## src/hw/rtl/bbge_pkg.sv

```systemverilog
// Package for the back-edge graph encoder: widths, capacity, controller states.
// No dependencies.
package bbge_pkg;
   localparam int MaxBits = 1024;
   localparam int NodeW = $clog2(MaxBits + 1);
   localparam int AddrW = $clog2(MaxBits);
   localparam int RandW = 31;

   typedef enum logic [2:0] {
      ST_IDLE, ST_DIV, ST_READ_STACK, ST_READ_HIST, ST_UPDATE, ST_OUT0, ST_OUT1
   } state_type;

   typedef struct packed {
      logic load;
      logic clear;
      logic div_step;
      logic rd_stack;
      logic rd_hist;
      logic update;
      logic do_back;
   } cmd_type;

   typedef struct packed {
      logic started;
      logic full;
      logic sel_empty;
      logic div_done;
   } stat_type;
endpackage

```

## src/hw/rtl/bbge_ctrl.sv

```systemverilog
// Controller state machine: sequences modulo, memory reads, update, results.
// Depends on bbge_pkg.
module bbge_ctrl (
   input  logic clock,
   input  logic reset,
   input  logic req_valid,
   input  logic req_bit,
   input  logic req_start,
   output logic req_ready,
   input  logic out_ready,
   output logic out_valid,
   output logic out_sel1,
   output logic out_kind,
   output logic out_last,
   output logic out_ovf,
   input  bbge_pkg::stat_type stat,
   output bbge_pkg::cmd_type cmd
);
   import bbge_pkg::*;

   state_type state_ff, state_in;
   logic back_ff, back_in, ovf_ff, ovf_in;

   always_ff @(posedge clock) begin
      if (reset) begin
         state_ff <= ST_IDLE;
         back_ff <= 1'b0;
         ovf_ff <= 1'b0;
      end else begin
         state_ff <= state_in;
         back_ff <= back_in;
         ovf_ff <= ovf_in;
      end
   end

   always_comb begin
      state_in = state_ff;
      back_in = back_ff;
      ovf_in = ovf_ff;
      cmd = '0;
      req_ready = 1'b0;
      out_valid = 1'b0;
      out_sel1 = 1'b0;
      out_kind = 1'b0;
      out_last = 1'b0;
      out_ovf = 1'b0;
      cmd.do_back = back_ff;
      unique case (state_ff)
         ST_IDLE: begin
            req_ready = 1'b1;
            if (req_valid) begin
               cmd.clear = req_start;
               if ((stat.started && !req_start) || req_bit) begin
                  cmd.load = 1'b1;
                  state_in = ST_DIV;
               end
            end
         end
         ST_DIV: begin
            if (stat.full) begin
               ovf_in = 1'b1;
               back_in = 1'b0;
               state_in = ST_OUT0;
            end else if (stat.sel_empty) begin
               ovf_in = 1'b0;
               back_in = 1'b0;
               state_in = ST_UPDATE;
            end else begin
               ovf_in = 1'b0;
               back_in = 1'b1;
               cmd.div_step = 1'b1;
               if (stat.div_done) state_in = ST_READ_STACK;
            end
         end
         ST_READ_STACK: begin
            cmd.rd_stack = 1'b1;
            state_in = ST_READ_HIST;
         end
         ST_READ_HIST: begin
            cmd.rd_hist = 1'b1;
            state_in = ST_UPDATE;
         end
         ST_UPDATE: begin
            state_in = ST_OUT0;
         end
         ST_OUT0: begin
            out_valid = 1'b1;
            out_ovf = ovf_ff;
            out_last = ovf_ff | ~back_ff;
            if (out_ready) begin
               if (ovf_ff) state_in = ST_IDLE;
               else if (back_ff) state_in = ST_OUT1;
               else begin
                  cmd.update = 1'b1;
                  state_in = ST_IDLE;
               end
            end
         end
         ST_OUT1: begin
            out_valid = 1'b1;
            out_sel1 = 1'b1;
            out_kind = 1'b1;
            out_last = 1'b1;
            if (out_ready) begin
               cmd.update = 1'b1;
               state_in = ST_IDLE;
            end
         end
         default: state_in = ST_IDLE;
      endcase
   end
endmodule

```

## config.mk

```make
export PLATFORM = sky130hd
export DESIGN_NAME = bbge_ctrl
export DESIGN_NICKNAME = d
export VERILOG_FILES = /design/src/hw/rtl/bbge_pkg.sv /design/src/hw/rtl/bbge_ctrl.sv
export SDC_FILE = /design/constraint.sdc
export NUM_CORES = 1
export LEC_CHECK = 0
export ABC_CLOCK_PERIOD_IN_PS = 3000
export BUFFER_PORTS_ARGS = -buffer_cell sky130_fd_sc_hd__clkbuf_2
export CORE_AREA = 2 2 39 41
export DETAILED_ROUTE_END_ITERATION = 8
export DIE_AREA = 0 0 41 43
export GPL_ROUTABILITY_DRIVEN = 0
export HOLD_SLACK_MARGIN = 0.12
export PLACE_DENSITY = 0.58
export SKIP_LAST_GASP = 1
export SLEW_MARGIN = 10
export SYNTH_ARGS = -nofsm -noshare
export SYNTH_HDL_FRONTEND = slang
export SYNTH_SLANG_ARGS = --single-unit
```

## constraint.sdc

```tcl
create_clock -name clock -period 3 [get_ports clock]
set_input_delay 0.3 -clock clock [delete_from_list [all_inputs] [get_ports clock]]
set_output_delay 0.3 -clock clock [all_outputs]
set_load 0.01 [all_outputs]
```

==> impl_metrics.yaml <==
detailed_routing:
  drt-pass1-iter-count: 2
  drtIter0Drc: 9
  totalWireLength_um: 989
  drc: 0
  top_layer_used: "met4"
  post_drt_wl_per_cell_um: 10.87
  dr_total_vias: 434
  ant_nets: 0
  via_per_inst: 4.769
  wl_met2_um: 466
  met3_length_um: 40
  m1WireLength_um: 457
logic_synthesis:
  synth-edff-count: 0
  synth_fa_ha_area_share_pct: 0
  synth_flop_cell: "dfxtp_1"
  synth_mux_area_share_pct: 2.326
  avgSynthCellArea_um2: 7.971
  async_flop_share_pct: 0
  synth_top_family_by_area: "simple AND/OR/NAND/NOR gates"
  synth_compound_area_share_pct: 23.55
  syn-num-nets: 64
  ys_ff_latch: 5
  netlist_instances: 54
  synth-xor-area-share_pct: 2.035
  seq_area_frac_synth_pct: 23.26
  syn_area_um2: 430.4
  yosysUniqueCellTypes: 27
  synth-simple-area-share_pct: 40.12
  ys_warn_count: 0
timing:
  finClkSkew_ns: 0.001635
  fmax_mhz: 526.2
  timing.hold.ws_ns: 0.2976
  fin_crit_sh_pct: 63.34
  rsz0062_at_grt: "no"
  slew_viol_final: 0
  period_needed_ns: 1.900
  slew_headroom_pct: 67.24
  worst_pin_slew_ns: 0.4863
  tns_ns: 0
  finalSetupViolations: 0
  hold_viol: 0
global_routing:
  grt.overflow.total: 0
  grt_max_degree: 15
  antenna_found_initial: 0
  grt_pass1_vias: 368
  grtUsageTotal_pct: 13.87
  grt_first_pass_wirelength_um: 1580
final_layout:
  drive_gt1_share_pct: 42.67
  final_nets: 86
  syn2layout_area_growth_pct: 29.36
  fillers: 149
  num_antenna_cells: 0
worst_setup_path:
  cpMaxStageDelayCell: "dfxtp_1"
  end_kind: "primary output"
  worstPathMaxFanout: 12
  path_cells: "or3b_4 > nor3_4 > clkbuf_2"
  max_stage_delay_ns: 0.55
  start_kind: "flip-flop"
  worst-path-buf-inv: 1
  critPathArrivalTime_ns: 1.60
  path_class: "reg -> out"
  cp.required_ns: 2.70
  crit_family: "simple AND/OR/NAND/NOR gates"
die:
  ios: 23
  initial_core_util_pct: 31.10
  die_h_um: 43
  core_um2: 1384
  rows: 14
  die_x_um: 41
  die_area_um2: 1763
power:
  p_sw_share_pct: 46.78
  pwr-share-comb_pct: 52.8
  p_clk_share_pct: 16.2
  leakage_nw: 0.2716
  p_sw_w: 0.0002341
  ir_drop_mv: 0.3382
  p_per_area_nw_per_um2: 898.7
  p_seq_share_pct: 31.0
  intPower_w: 0.0002663
placed_design:
  place_hpwl_um: 767.4
  port_buffers: 22
clock_tree:
  clockBufferDepth: 2
  cts_buffers: 3
  h-tree-depth: 1
  cts.root.buffer_cell: "clkbuf_4"
  clkLatencyLatePin_ns: 0.25
  cts_num_sinks: 5
  path_clk_slew_ns: 0.04
  cts_tree: "yes"
  cts_setup_buffers: 0
  ctsResizeCount: 0
  cts_hold_buf: 0
min_path:
  hold_class: "in -> reg"
run_status:
  status: "finished clean"
flow_run:
  drv_cap: 0
[power by group through the flow]
stage                     Sequential [W]  Clock [W]  Combinational (W)
after floorplan                 0.000111          0           0.000244
after CTS                       0.000155  0.0000867           0.000269
after global routing            0.000166  0.0000918           0.000301
final                           0.000155  0.0000810           0.000264
after global placement          0.000156          0           0.000266
after detailed placement        0.000156          0           0.000268
[path summary, 6_finish.rpt]
check                                  from          end  slack (ns)  cells past startpoint
worst max-delay path            state_ff[0]       cmd[4]        1.10                      3
worst max register to register  state_ff[0]  state_ff[1]        1.32                      5
worst min-delay path                  reset  state_ff[1]        0.30                      2
worst min register to register      back_ff      back_ff        0.53                      2
[layer usage]
metal | vias up | global-route usage (%)
met1 | 185 | 16.77
met3 | 2 | 3.141
li1 | 235 | -
met2 | 12 | 18.44
met4 | 0 | 14.00
met5 | - | 0
[per-stage QoR]
stage               std cells  power [W]  util (%)  area, um^2  setup WS [ns]
floorplan                  54  0.0003553         -       430.4          1.639
global route               91  0.0005588     40.24       556.8         0.9922
finish                     91  0.0005004     40.24       556.8          1.100
detailed placement         87  0.0004242     38.34       530.5          1.322
CTS                        91  0.0005106     40.24       556.8          1.088
global placement           87  0.0004217     38.34       530.5          1.366
[placed cells by master, fill, tap and decap left out]
master and instances:
xor2_1 1, nor3_4 1, nand3b_1 2, a211oi_1 1
mux2i_1 1, a21oi_1 6, nor3b_2 1, or3b_4 1
and2_1 1, a211oi_2 2, clkbuf_1 1, and3_1 2
o21ai_0 3, clkbuf_2 22, nor2b_1 1, nor4_1 1
clkbuf_4 3, o31ai_1 1, nor2_1 8, o21a_1 1
nor3_1 1, nor4_4 1, inv_1 2, a211o_1 1
nand2_1 3, dfxtp_1 5, and3b_1 1, nor3_2 1
[cell families (layout without fill, tap and decap cells)]
kind of cell | count (synthesis) | after routing
and+or+nand+nor | 25 | 25
AOI/OAI and AO/OA | 15 | 15
buffers and inverters | 7 | 28
DFF | 5 | 5
xor gates and xnor gates | 1 | 1
muxes | 1 | 1
[area by class of cell]
class / count / area (um^2) / share of cell area, %
timing repair buffer: 22 / 110.1 / 19.78
sequential: 5 / 100.1 / 17.98
inverter: 2 / 7.507 / 1.348
clock buffer: 4 / 26.28 / 4.719
tap: 16 / 20.02 / 3.596
multi-input combinational: 42 / 292.8 / 52.58
[worst reg2reg max path, cell delays in order, from the launching register on]
cell and delay [ns]:
dfxtp_1 0.55, or3b_4 0.48, nor4_4 0.21, a211oi_2 0.10, nor2_1 0.15, a211oi_2 0.06
[Yosys cell counts, drive strengths merged, types with 2 or more instances]
master  number  area share [%]
a211oi       3             7.6
a21oi        6             7.0
and3         2             2.9
buf          5             7.0
dfxtp        5              23
inv          2             1.7
nand2        3             2.6
nand3b       2             3.5
nor2         8             7.0
nor3         3             7.3
nor4         2             6.4
o21ai        3             3.5
[registers in the layout, indices dropped and copies added, names as in the netlist]
| signal | flops |
|---|---|
| state_ff | 3 |
| back_ff | 1 |
| ovf_ff | 1 |
Power figures use the tool's default switching activity.
